$ cat src/hdl/tssr_pkg.sv
// Shared types, constants and helpers of the tile and sprite scanline renderer.
// Used by every module of the block but tssr_ram; depends on nothing.
`default_nettype none
package tssr_pkg;

   // defaults of the top-level parameters
   localparam int SPRITE_ENTRIES_DEF   = 40;
   localparam int SPRITES_PER_LINE_DEF = 10;
   localparam int LINE_WIDTH_DEF       = 160;

   localparam int TILE_BYTES  = 8192;
   localparam int TILE_AW     = 13;
   localparam int CSR_IDX_W   = 3;
   localparam int CSR_DATA_W  = 8;
   localparam int GROUP_W     = 5;
   localparam int WINDOW_LINES    = 144;
   localparam int SPRITE_Y_OFFSET = 16;
   localparam int SPRITE_X_OFFSET = 8;

   // register indexes
   localparam logic [CSR_IDX_W-1:0] REG_LCD_CONTROL  = 3'd0;
   localparam logic [CSR_IDX_W-1:0] REG_BG_PALETTE   = 3'd1;
   localparam logic [CSR_IDX_W-1:0] REG_OBJ_PAL_ZERO = 3'd2;
   localparam logic [CSR_IDX_W-1:0] REG_OBJ_PAL_ONE  = 3'd3;
   localparam logic [CSR_IDX_W-1:0] REG_SCROLL_X     = 3'd4;
   localparam logic [CSR_IDX_W-1:0] REG_SCROLL_Y     = 3'd5;
   localparam logic [CSR_IDX_W-1:0] REG_WINDOW_TOP   = 3'd6;

   localparam logic [7:0] LCD_CONTROL_RST  = 8'd0;
   localparam logic [7:0] BG_PALETTE_RST   = 8'd27;
   localparam logic [7:0] OBJ_PALETTE_RST  = 8'd228;

   // lcd_control bit positions
   localparam int LCD_BG_ON     = 0;
   localparam int LCD_TALL      = 2;
   localparam int LCD_BG_MAP    = 3;
   localparam int LCD_TILE_DATA = 4;
   localparam int LCD_WIN_ON    = 5;
   localparam int LCD_WIN_MAP   = 6;

   // sprite flag bit positions
   localparam int FLAG_BEHIND = 7;
   localparam int FLAG_YFLIP  = 6;
   localparam int FLAG_XFLIP  = 5;
   localparam int FLAG_PAL    = 4;

   typedef enum logic [1:0] {
      OP_TILE_WRITE   = 2'd0,
      OP_SPRITE_WRITE = 2'd1,
      OP_RENDER       = 2'd2,
      OP_NONE         = 2'd3
   } op_type;

   typedef enum logic [4:0] {
      ST_CLEAR, ST_IDLE,
      ST_BG_MAP, ST_BG_LO, ST_BG_HI, ST_BG_CAP, ST_BG_PIX,
      ST_SP_Y, ST_SP_X, ST_SP_T, ST_SP_F, ST_SP_CHK,
      ST_SP_LO, ST_SP_HI, ST_SP_CAP, ST_SP_RD, ST_SP_WR, ST_SP_NEXT,
      ST_OUT_RD, ST_OUT_ACC, ST_OUT_PUT
   } state_type;

   typedef struct packed {
      logic clr_step;
      logic accept;
      logic bg_map;
      logic bg_lo;
      logic bg_hi;
      logic bg_cap;
      logic bg_pix;
      logic sp_y;
      logic sp_x;
      logic sp_t;
      logic sp_f;
      logic sp_chk;
      logic sp_lo;
      logic sp_hi;
      logic sp_cap;
      logic sp_rd;
      logic sp_wr;
      logic sp_next;
      logic out_rd;
      logic out_acc;
      logic out_put;
   } cmd_type;

   typedef struct packed {
      logic   clr_last;
      logic   req_fire;
      op_type req_op;
      logic   bg_on;
      logic   pix_last;
      logic   next_tile;
      logic   sp_take;
      logic   sp_visible;
      logic   sp_more;
      logic   spx_draw;
      logic   spx_last;
      logic   out_slot;
      logic   out_last_group;
   } sts_type;

   // one pixel of the line buffer
   typedef struct packed {
      logic [1:0] bg;
      logic [1:0] shade;
      logic       owned;
      logic [7:0] ox;
   } line_entry_type;

   function automatic logic [1:0] pal_shade(input logic [7:0] pal, input logic [1:0] colour);
      logic [1:0] s;
      unique case (colour)
         2'd0: s = pal[1:0];
         2'd1: s = pal[3:2];
         2'd2: s = pal[5:4];
         2'd3: s = pal[7:6];
      endcase
      return s;
   endfunction

endpackage
`default_nettype wire

$ cat src/hdl/tssr_ctrl.sv
// Sequencer of the renderer: clearing pass, request accept, background,
// sprite scan and output phases. Uses tssr_pkg; drives tssr_datapath.
`default_nettype none
module tssr_ctrl (
   input  wire logic              clock,
   input  wire logic              reset,
   input  wire tssr_pkg::sts_type sts,
   output tssr_pkg::cmd_type      cmd
);
   tssr_pkg::state_type state_ff, state_in;

   always_ff @(posedge clock) begin
      if (reset) begin
         state_ff <= tssr_pkg::ST_CLEAR;
      end else begin
         state_ff <= state_in;
      end
   end

   always_comb begin
      state_in = state_ff;
      unique case (state_ff)
         tssr_pkg::ST_CLEAR: begin
            if (sts.clr_last) state_in = tssr_pkg::ST_IDLE;
         end
         tssr_pkg::ST_IDLE: begin
            // the line register loads on this edge; fetch first, decide per pixel
            if (sts.req_fire && sts.req_op == tssr_pkg::OP_RENDER) begin
               state_in = tssr_pkg::ST_BG_MAP;
            end
         end
         tssr_pkg::ST_BG_MAP: state_in = tssr_pkg::ST_BG_LO;
         tssr_pkg::ST_BG_LO:  state_in = tssr_pkg::ST_BG_HI;
         tssr_pkg::ST_BG_HI:  state_in = tssr_pkg::ST_BG_CAP;
         tssr_pkg::ST_BG_CAP: state_in = tssr_pkg::ST_BG_PIX;
         tssr_pkg::ST_BG_PIX: begin
            if (sts.pix_last) begin
               state_in = tssr_pkg::ST_SP_Y;
            end else if (sts.bg_on && sts.next_tile) begin
               state_in = tssr_pkg::ST_BG_MAP;
            end
         end
         tssr_pkg::ST_SP_Y: state_in = tssr_pkg::ST_SP_X;
         tssr_pkg::ST_SP_X: state_in = tssr_pkg::ST_SP_T;
         tssr_pkg::ST_SP_T: state_in = tssr_pkg::ST_SP_F;
         tssr_pkg::ST_SP_F: state_in = tssr_pkg::ST_SP_CHK;
         tssr_pkg::ST_SP_CHK: begin
            state_in = (sts.sp_take && sts.sp_visible) ? tssr_pkg::ST_SP_LO
                                                       : tssr_pkg::ST_SP_NEXT;
         end
         tssr_pkg::ST_SP_LO:  state_in = tssr_pkg::ST_SP_HI;
         tssr_pkg::ST_SP_HI:  state_in = tssr_pkg::ST_SP_CAP;
         tssr_pkg::ST_SP_CAP: state_in = tssr_pkg::ST_SP_RD;
         tssr_pkg::ST_SP_RD: begin
            if (sts.spx_draw) begin
               state_in = tssr_pkg::ST_SP_WR;
            end else if (sts.spx_last) begin
               state_in = tssr_pkg::ST_SP_NEXT;
            end
         end
         tssr_pkg::ST_SP_WR: begin
            state_in = sts.spx_last ? tssr_pkg::ST_SP_NEXT : tssr_pkg::ST_SP_RD;
         end
         tssr_pkg::ST_SP_NEXT: begin
            state_in = sts.sp_more ? tssr_pkg::ST_SP_Y : tssr_pkg::ST_OUT_RD;
         end
         tssr_pkg::ST_OUT_RD: state_in = tssr_pkg::ST_OUT_ACC;
         tssr_pkg::ST_OUT_ACC: begin
            state_in = sts.spx_last ? tssr_pkg::ST_OUT_PUT : tssr_pkg::ST_OUT_RD;
         end
         tssr_pkg::ST_OUT_PUT: begin
            if (sts.out_slot) begin
               state_in = sts.out_last_group ? tssr_pkg::ST_IDLE : tssr_pkg::ST_OUT_RD;
            end
         end
         default: state_in = tssr_pkg::ST_IDLE;
      endcase
   end

   always_comb begin
      cmd = '0;
      unique case (state_ff)
         tssr_pkg::ST_CLEAR:   cmd.clr_step = 1'b1;
         tssr_pkg::ST_IDLE:    cmd.accept   = 1'b1;
         tssr_pkg::ST_BG_MAP:  cmd.bg_map   = 1'b1;
         tssr_pkg::ST_BG_LO:   cmd.bg_lo    = 1'b1;
         tssr_pkg::ST_BG_HI:   cmd.bg_hi    = 1'b1;
         tssr_pkg::ST_BG_CAP:  cmd.bg_cap   = 1'b1;
         tssr_pkg::ST_BG_PIX:  cmd.bg_pix   = 1'b1;
         tssr_pkg::ST_SP_Y:    cmd.sp_y     = 1'b1;
         tssr_pkg::ST_SP_X:    cmd.sp_x     = 1'b1;
         tssr_pkg::ST_SP_T:    cmd.sp_t     = 1'b1;
         tssr_pkg::ST_SP_F:    cmd.sp_f     = 1'b1;
         tssr_pkg::ST_SP_CHK:  cmd.sp_chk   = 1'b1;
         tssr_pkg::ST_SP_LO:   cmd.sp_lo    = 1'b1;
         tssr_pkg::ST_SP_HI:   cmd.sp_hi    = 1'b1;
         tssr_pkg::ST_SP_CAP:  cmd.sp_cap   = 1'b1;
         tssr_pkg::ST_SP_RD:   cmd.sp_rd    = 1'b1;
         tssr_pkg::ST_SP_WR:   cmd.sp_wr    = 1'b1;
         tssr_pkg::ST_SP_NEXT: cmd.sp_next  = 1'b1;
         tssr_pkg::ST_OUT_RD:  cmd.out_rd   = 1'b1;
         tssr_pkg::ST_OUT_ACC: cmd.out_acc  = 1'b1;
         tssr_pkg::ST_OUT_PUT: cmd.out_put  = 1'b1;
         default:              cmd          = '0;
      endcase
   end
endmodule
`default_nettype wire

$ cat config.mk
export PLATFORM = sky130hd
export DESIGN_NAME = tssr_ctrl
export DESIGN_NICKNAME = d
export VERILOG_FILES = /design/src/hdl/tssr_pkg.sv /design/src/hdl/tssr_ctrl.sv
export SDC_FILE = /design/constraint.sdc
export NUM_CORES = 1
export LEC_CHECK = 0
export BUFFER_PORTS_ARGS = -buffer_cell sky130_fd_sc_hd__buf_4
export CAP_MARGIN = 20
export CORE_MARGIN = 4
export CORE_UTILIZATION = 48
export DETAILED_ROUTE_END_ITERATION = 10
export GPL_ROUTABILITY_DRIVEN = 0
export HOLD_SLACK_MARGIN = 0.05
export PLACE_DENSITY = 0.95
export RECOVER_POWER = 25
export SLEW_MARGIN = 20
export SYNTH_ARGS = -nofsm -noshare
export SYNTH_HDL_FRONTEND = slang
export SYNTH_SLANG_ARGS = --single-unit
$ cat constraint.sdc
create_clock -name clock -period 3.8 [get_ports clock]
set_clock_uncertainty 0.05 [all_clocks]
set_input_delay 0.19 -clock clock [delete_from_list [all_inputs] [get_ports clock]]
set_output_delay 0.19 -clock clock [all_outputs]
set_load 0.02 [all_outputs]
## Word level (Yosys, flattened, before mapping)

Cells that the tools add are included.

- Bits in registers: 5
- Input bits: 16
- Output and inout bits: 21
- Word-level logic and storage cells: 66

- Eq/ne operators: 26
- Mux-type cells: 34
- Reduce and logical (&&, ||, !) cells: 5

Operator list:

| cell | count |
|---|---|
| case mux 5 bit (21 select lines) | 1 |
| 2-to-1 mux 5 bit | 11 |
| equality test 5 x 4 -> 1 bit, second input constant | 8 |
| equality test 5 bit, second input constant | 5 |
| 2-to-1 mux 1 bit | 21 |
| equality test 5 x 3 -> 1 bit, second input constant | 4 |
| equality test 5 x 2 -> 1 bit, second input constant | 2 |
| inequality test 2 bit, second input constant | 3 |
| inequality test 3 bit, second input constant | 2 |
| equality test 5 x 1 -> 1 bit, second input constant | 1 |
| logical NOT 5 bit | 1 |
| AND reduction 5 bit | 1 |
| logical AND 1 bit | 3 |
| 2-to-1 mux 3 bit | 1 |
| equality test 2 bit, second input constant | 1 |

## Longest topological paths before layout

Gate-level depths: netlist of run 1.

- Depth after elaboration: 4
- Mapped depth: 7

## Least setup slack after synthesis of run 1

No wires, ideal clock.

- Kind: flip-flop to output port
- Start: register state_ff[3]
- End: output cmd[12] (netlist name)
- Arrival time: 1.451 ns
- Required time: 3.560 ns
- Path slack: 2.109 ns
- Stages on the path, launching flop included: 5
- Path buffers: 2
- Path through: dfxtp_1 > buf_6 > clkbuf_1 > or3b_2 > nor2_1

RTL lines:

| element | RTL line | RTL |
|---|---|---|
| start: declaration | tssr_ctrl.sv:10 | `tssr_pkg::state_type state_ff, state_in;` |
| start signal: assignment | tssr_ctrl.sv:14 | `state_ff <= tssr_pkg::ST_CLEAR;` |
| start signal: assignment | tssr_ctrl.sv:16 | `state_ff <= state_in;` |
| end: declaration | tssr_ctrl.sv:8 | `output tssr_pkg::cmd_type cmd` |

## Final worst setup path of run 1

- Start: register state_ff[2]
- End: register state_ff[1]

- Word-level cells in the longest chain between the ends: 3
- Elaborated cells between the ends (all ways): 28
- Classes of those cells: 25 x eq/ne; 1 x mux; 2 x reduce/logical

Ends and longest elaborated chain:

| element | RTL line | RTL |
|---|---|---|
| equality test 5 x 3 -> 1 bit (tied with other cells) | tssr_ctrl.sv:22 | `unique case (state_ff)` |
| inequality test 3 bit (no line) or inequality test 2 bit (tied branches) | -- |  |
| AND reduction 5 bit (no line) | -- |  |

Several ways; a longest one is shown, not always the timed one.
A chain may end at the register's enable or synchronous reset.

==> results.rst, run 1 <==
.. list-table::
   :header-rows: 1

   * - Metric
     - Value
   * - Final setup viols
     - 0
   * - Setup TNS
     - 0 ns
   * - # H-tree levels
     - 1
   * - Number of CTS-inserted buffers
     - 3
   * - Number of synthesized register bits
     - 5
   * - Total Power
     - 0.568 mW
   * - Flip-flop count of the largest register after layout
     - 5
   * - Vias in the first global route
     - around 800
   * - Actual transition at the worst max-transition pin
     - 0.598 ns
   * - Violation count after the first detailed-routing iteration
     - 31
   * - Antenna viol nets, final
     - 0
   * - Required time of the critical path
     - a little under 4 ns
   * - Starting density of the core
     - 0.537
   * - Number of unique standard cell types used by synthesis
     - 42
   * - Unrepaired setup endpoints after global routing
     - no
   * - Remaining global-route overflow
     - 0
   * - Clock latency on the worst-skew pair
     - between 0.2 and 0.3 ns
   * - Most Crowded Layer GR
     - met2
   * - Filler-free cell count of the finished design
     - ~160
   * - Port Buffers
     - 36
   * - Cell types occupying the most area after synthesis
     - sky130_fd_sc_hd__dfxtp_1 (13%), sky130_fd_sc_hd__nor2_1 (12%), sky130_fd_sc_hd__a21oi_1 (4.7%)
   * - Hold WC Path Type
     - in -> reg
   * - Worst path arrival time
     - around 2.1 ns
   * - Clock root buffer
     - sky130_fd_sc_hd__clkbuf_4
   * - Summed area of non-filler cells in the final layout
     - about 1000 µm²
   * - Cell Pwr Density
     - approximately 570 mW/mm²
   * - Detailed Routing Iterations Pass 1
     - 5
   * - Global-route met1 utilization
     - 0.270
   * - Async set-or-reset flop fraction in the synthesized netlist
     - 0
   * - Detailed placer's ending HPWL
     - between 1500 and 2000 µm
   * - CTS max path bufs
     - 2
   * - Proportion of synthesized chip area in sequential cells
     - 0.135
   * - Final-layout fill cell count
     - 118
   * - Post-route minimum period
     - between 2 and 2.5 ns
   * - Area share of the largest cell type after synthesis
     - 0.135
   * - Share of final-layout standard cells stronger than drive strength 1
     - 0.340
   * - Commonest cells post-synth
     - sky130_fd_sc_hd__nor2_1 (24), sky130_fd_sc_hd__a21oi_1 (7), sky130_fd_sc_hd__nand2_1 (7), sky130_fd_sc_hd__o21ai_0 (7), sky130_fd_sc_hd__inv_1 (6)
   * - Height of the chip
     - 47.3 µm
   * - Core Box Area
     - 0.00138 mm²
   * - Category of the worst setup path capture point
     - flop
   * - Register with the most flip-flops
     - state_ff
   * - Via density per instance
     - between 6 and 7
   * - Count of pins on the block boundary
     - 37
   * - Row count
     - 13
   * - End-of-flow core utilization
     - 0.722
   * - Final max-slew violation count
     - 0
   * - Die ar.
     - about 0.0022 mm²
   * - Period Utilization, post-route
     - 0.536
   * - Synth area leader
     - sky130_fd_sc_hd__dfxtp_1
   * - Global router's overall resource usage
     - 0.219
   * - Mean Syn Cell Area
     - about 7 µm²
   * - DRC errors left
     - 0
   * - Synth Warn #
     - 0
   * - # nets final
     - approximately 160
   * - Worst-path clk slew
     - roughly 0.050 ns
   * - Clock tree from TritonCTS
     - built
   * - Max Freq
     - slightly below 500 MHz
   * - Initial antenna violation count
     - 0
   * - Number of enable-type register cells in the synthesized netlist
     - 0
   * - Routed len/inst
     - between 10 and 15 µm
   * - Net count of the mapped netlist
     - 125
   * - Placed cell count
     - 152
   * - Max-Slew Margin vs Limit
     - 0.601
   * - Detailed Route WL
     - around 2300 µm
   * - Cts hold-fix bufs
     - 0
   * - First-pass GRT wire length
     - roughly 3600 µm
   * - Total number of clock tree sinks
     - 5
   * - Number of hold-slack violations in the final timing report
     - 0
   * - Growth of design area from synthesis to finish
     - 34.6%
   * - Kind of start point of the critical path
     - flop
   * - Met3 Use GR
     - 0.0575
   * - Worst voltage drop across the vdd grid
     - 0.351 mV
   * - Post-place instance area
     - about 1000 µm²
   * - Maximum number of pins on one net before global-route repair
     - 21
   * - Post-Synthesis Cells
     - between 100 and 150
   * - Classification of the worst setup path
     - reg -> reg
   * - Number of gates resized after CTS
     - 0
   * - Netlist area before placement
     - between 700 and 800 µm²
   * - Fraction of met2 tracks used by global routing
     - 0.390
   * - Buffers inserted during post-CTS setup optimization
     - 0
   * - Top flip-flop cell by instance count after synthesis
     - sky130_fd_sc_hd__dfxtp_1
   * - Critical path fanouts, max
     - 16
   * - Cell with the most instances after synthesis
     - sky130_fd_sc_hd__nor2_1
   * - Vias post-DR
     - approximately 940
   * - Die X
     - about 47 µm
   * - Registers with the most flip-flops
     - state_ff (5)
   * - Status
     - complete, no violations
   * - P_leak
     - about 0.43 nW
   * - Diodes inserted
     - 0
   * - Max-cap check violation count
     - 0
path summary, 6_finish.rpt:
kind / startpoint / to / slack, ns / cells after the start
max reg2reg: state_ff[2]$_SDFFE_PP0P_ / state_ff[1]$_SDFFE_PP0P_ / 1.76 / 4
max: state_ff[2]$_SDFFE_PP0P_ / state_ff[1]$_SDFFE_PP0P_ / 1.76 / 4
min: reset / state_ff[0]$_SDFFE_PP0P_ / 0.09 / 2
min reg2reg: state_ff[2]$_SDFFE_PP0P_ / state_ff[2]$_SDFFE_PP0P_ / 0.70 / 2
cells by family (layout without fill, tap and decap cells):
kind of cell / after synthesis / in the layout / synth area share
buffers and inverters: 14 / 46 / 0.0894
and+or+nand+nor: 59 / 59 / 0.462
AOI/OAI and AO/OA: 31 / 31 / 0.314
DFF: 5 / 5 / 0.135
power by group:
part / switching (mW) / internal, mW / leakage, nW
logic: 0.213 / 0.162 / 0.376
registers: 0.0604 / 0.0683 / 0.0410
clock network: 0.0247 / 0.0399 / 0.0150
worst max-delay path: stages, from the launching register on:
cell,delay [ns]
sky130_fd_sc_hd__dfxtp_1,0.61
sky130_fd_sc_hd__or2_0,0.47
sky130_fd_sc_hd__nor3_2,0.10
sky130_fd_sc_hd__a211o_4,0.36
sky130_fd_sc_hd__o311a_1,0.34
through the flow:
step	hold slack, ns	setup slack, ns
finish	0.0911	1.76
global route	0.0741	1.67
CTS	0.0881	1.83
detailed placement	0.345	1.92
global placement	0.344	1.97
floorplan	0.208	2.11
area by class of cell:
type	count	area, µm²	area share
inverters	6	22.5	0.0226
repair buffers	36	255	0.256
clock buffers	4	26.3	0.0263
flip-flops and latches	5	100	0.100
multi-input cells	90	576	0.576
well taps	15	18.8	0.0188
cells in the final DEF, fill, tap and decap left out, types with 3 or more instances in the layout:
master / count
sky130_fd_sc_hd__dfxtp_1: 5
sky130_fd_sc_hd__nor3_1: 3
sky130_fd_sc_hd__nand3b_1: 4
sky130_fd_sc_hd__nand2_1: 7
sky130_fd_sc_hd__inv_1: 6
sky130_fd_sc_hd__nor2_1: 24
sky130_fd_sc_hd__clkbuf_4: 3
sky130_fd_sc_hd__clkbuf_1: 5
sky130_fd_sc_hd__o21ai_0: 7
sky130_fd_sc_hd__buf_4: 32
sky130_fd_sc_hd__nand2b_1: 3
sky130_fd_sc_hd__a21oi_1: 7
layer usage:
layer	routed length, µm	vias to the layer above
met2	1160	61
met5	0	-
li1	-	451
met4	6	0
met1	901	424
met3	242	3
Power figures use the tool's default switching activity.
==> run 2, diff against run 1 <==
--- a/config.mk
+++ b/config.mk
@@ -8,11 +8,11 @@
 export BUFFER_PORTS_ARGS = -buffer_cell sky130_fd_sc_hd__buf_4
 export CAP_MARGIN = 20
 export CORE_MARGIN = 4
-export CORE_UTILIZATION = 48
+export CORE_UTILIZATION = 45
 export DETAILED_ROUTE_END_ITERATION = 10
 export GPL_ROUTABILITY_DRIVEN = 0
 export HOLD_SLACK_MARGIN = 0.05
-export PLACE_DENSITY = 0.95
+export PLACE_DENSITY = 0.91
 export RECOVER_POWER = 25
 export SLEW_MARGIN = 20
 export SYNTH_ARGS = -nofsm -noshare
==> constraint.sdc (replaced) <==
create_clock -name clock -period 2 [get_ports clock]
set_clock_uncertainty 0.05 [all_clocks]
set_input_delay 0.1 -clock clock [delete_from_list [all_inputs] [get_ports clock]]
set_output_delay 0.1 -clock clock [all_outputs]
set_load 0.02 [all_outputs]
==> run 2 against run 1 <==
Effect of this change:
- setup slack worse by 1.5 ns
- combinational power is 130% higher
- worst hold slack better by 0.090 ns
- die area is 5.5% higher
- largest power group unchanged
==> results.rst, run 2 (synthesized netlist as in run 1, its figures left out) <==
.. list-table::
   :header-rows: 1

   * - Metric
     - Value
   * - Status
     - complete, no violations
   * - Cell Pwr Density
     - 1120 mW/mm² (+97%)
   * - Core Box Area
     - 0.00152 mm² (+10%)
   * - Post-route minimum period
     - 1.78 ns (-0.253 ns)
   * - Initial antenna violation count
     - 0 (unchanged)
   * - Vias post-DR
     - 972 (+3.5%)
   * - Unrepaired setup endpoints after global routing
     - no
   * - Worst hold slack across all endpoints
     - 0.181 ns (+0.0903 ns)
   * - Post-place instance area
     - 0.00103 mm² (+4.7%)
   * - Number of hold-slack violations in the final timing report
     - 0 (unchanged)
   * - Leading cell type in the layout, fill and taps excluded
     - sky130_fd_sc_hd__buf_4
   * - Max Used Layer
     - met4
   * - Die ar.
     - 0.00236 mm² (+5.5%)
   * - Required time of the critical path
     - 2.06 ns (-1.82 ns)
   * - Share of final-layout standard cells stronger than drive strength 1
     - 0.358 (+0.0177)
   * - Via density per instance
     - 5.93 (-1.5%)
   * - Number of gates resized after CTS
     - 0 (unchanged)
   * - Worst-path clk slew
     - 0.05 ns (about the same)
   * - Detailed Routing Iterations Pass 1
     - 4 (-1)
   * - Number of CTS-inserted buffers
     - 3 (unchanged)
   * - Classification of the worst setup path
     - reg -> reg
   * - Depth of the worst register-to-register path
     - 5 (+1)
   * - Number of buffer and inverter stages on the critical path
     - 1 (+1)
   * - Worst voltage drop across the vdd grid
     - 0.864 mV (+150%)
   * - Critical path fanouts, max
     - 16 (unchanged)
   * - Slowest-stage cell, CP
     - sky130_fd_sc_hd__dfxtp_1
   * - Port Buffers
     - 36 (unchanged)
   * - Global router's overall resource usage
     - 0.213 (-0.00593)
   * - Register with the most flip-flops
     - state_ff
   * - Clock tree from TritonCTS
     - built
   * - Most used cells in the layout excluding fill and tap cells
     - sky130_fd_sc_hd__buf_4 (37), sky130_fd_sc_hd__nor2_1 (24), sky130_fd_sc_hd__nand2_1 (7), sky130_fd_sc_hd__a21oi_1 (7), sky130_fd_sc_hd__o21ai_0 (7)
   * - Die X
     - 48.6 µm (+2.7%)
   * - Detailed placer's ending HPWL
     - 2030 µm (+14%)
   * - Routed length on met3
     - 200 µm (-17%)
   * - Kind of start point of the critical path
     - flop
   * - Vias in the first global route
     - 922 (+15%)
   * - Period Utilization, post-route
     - 0.891 (+0.356)
   * - P_leak
     - 0.464 nW (+7.5%)
   * - Final max-slew violation count
     - 0 (unchanged)
   * - Worst path arrival time
     - 1.84 ns (-0.28 ns)
   * - Clock root buffer
     - sky130_fd_sc_hd__clkbuf_4
   * - Diodes inserted
     - 0 (unchanged)
   * - Summed area of non-filler cells in the final layout
     - 0.00105 mm² (+5.3%)
   * - Remaining global-route overflow
     - 0 (unchanged)
   * - Count of pins on the block boundary
     - 37 (unchanged)
   * - Category of the worst setup path capture point
     - flop
   * - Maximum number of pins on one net before global-route repair
     - 17 (-19%)
   * - Routed len/inst
     - 15.6 µm (+4.9%)
   * - First-pass GRT wire length
     - 4130 µm (+16%)
   * - Hold WC Path Type
     - in -> reg
   * - Registers with the most flip-flops
     - state_ff (5)
   * - Actual transition at the worst max-transition pin
     - 0.488 ns (-0.110 ns)
   * - Setup slack at placement
     - 0.252 ns (-1.66 ns)
   * - PnR worst setup slack
     - 0.217 ns (-1.55 ns)
   * - Clock latency on the worst-skew pair
     - 0.25 ns (about the same)
   * - Worst hold path stage count
     - 3 (+1)
   * - Detailed Route WL
     - 2550 µm (+10%)
   * - Crit. path cell count
     - 5 (+1)
   * - Total Power
     - 1.18 mW (+110%)
   * - Max Freq
     - 561 MHz (+14%)
   * - # H-tree levels
     - 1 (unchanged)
   * - Critical Path Max Stage Delay
     - 0.62 ns (about the same)
   * - Max-cap check violation count
     - 0 (unchanged)
   * - Height of the chip
     - 48.6 µm (+2.7%)
   * - Metal2 WL
     - 1310 µm (+13%)
   * - Flip-flop count of the largest register after layout
     - 5 (unchanged)
   * - Setup TNS
     - 0 ns (unchanged)
   * - Growth of design area from synthesis to finish
     - 41.7%
   * - Row count
     - 14 (+1)
   * - Starting density of the core
     - 0.487 (-0.0498)
   * - Cells traversed along the worst timing path
     - nand2b_1, clkbuf_1, o31ai_1, a32oi_1, a31oi_1
   * - # nets final
     - 165 (+4.4%)
   * - Final setup viols
     - 0 (unchanged)
   * - Antenna viol nets, final
     - 0 (unchanged)
   * - Total number of clock tree sinks
     - 5 (unchanged)
   * - Kind of cell adding the most delay to the critical path
     - flip-flops
   * - DRC errors left
     - 0 (unchanged)
   * - Met1 wire length
     - 1010 µm (+12%)
   * - Violation count after the first detailed-routing iteration
     - 27 (-13%)
   * - CTS max path bufs
     - 2 (unchanged)
   * - Max-Slew Margin vs Limit
     - 0.674 (+0.0737)
==> run 2: cell count changes in the layout (fill, tap and decap cells not counted) <==
cell,change
sky130_fd_sc_hd__or2_0,-1
sky130_fd_sc_hd__or2_1,+1
sky130_fd_sc_hd__dlygate4sd3_1,+1
sky130_fd_sc_hd__buf_4,+5
sky130_fd_sc_hd__clkbuf_1,+1
==> run 2: layout make-up <==
type	instances	area (µm²)
multi-input cells	90	576
inverters	6	22.5
well taps	16	20.0
clock buffers	4	26.3
fillers	134	473
repair buffers	43	307
flip-flops and latches	5	100
==> run 2: worst register-to-register path, cell delays in order, from the launching register on <==
cell and delay, ns:
sky130_fd_sc_hd__dfxtp_1 0.62, sky130_fd_sc_hd__nand2b_1 0.19, sky130_fd_sc_hd__clkbuf_1 0.29, sky130_fd_sc_hd__o31ai_1 0.10
sky130_fd_sc_hd__a32oi_1 0.26, sky130_fd_sc_hd__a31oi_1 0.14
==> run 2: worst paths after layout <==
| kind | start | end | slack (ns) |
|---|---|---|---|
| worst min register to register | state_ff[1]$_SDFFE_PP0P_ | state_ff[0]$_SDFFE_PP0P_ | 0.64 |
| worst min-delay path | sts[1] | state_ff[4]$_SDFFE_PP0P_ | 0.18 |
| worst max-delay path | state_ff[2]$_SDFFE_PP0P_ | state_ff[2]$_SDFFE_PP0P_ | 0.22 |
| worst max register to register | state_ff[2]$_SDFFE_PP0P_ | state_ff[2]$_SDFFE_PP0P_ | 0.22 |
==> run 2: per-stage QoR <==
stage / cells / utilization
final: 164 / 0.690
after global placement: 159 / 0.678
after CTS: 164 / 0.702
after global routing: 164 / 0.690
after floorplan: 109 / -
after detailed placement: 159 / 0.678
==> run 2: where the power goes <==
part / switching [mW] / leakage, nW / internal [mW]
combinational: 0.479 / 0.408 / 0.373
clock: 0.0474 / 0.0150 / 0.0758
sequential: 0.0740 / 0.0410 / 0.130
==> run 2: routing by layer <==
| metal | vias up | global-route usage |
|---|---|---|
| li1 | 471 | - |
| met1 | 446 | 0.247 |
| met2 | 50 | 0.383 |
| met3 | 5 | 0.0552 |
| met4 | 0 | 0.0538 |
| met5 | - | 0 |
==> run 2: timing repair <==
item / 4_1_cts / 5_1_grt
buffers inserted: 0 / 0
hold endpoints to repair: 3 / 0
hold buffers: 1 / 0
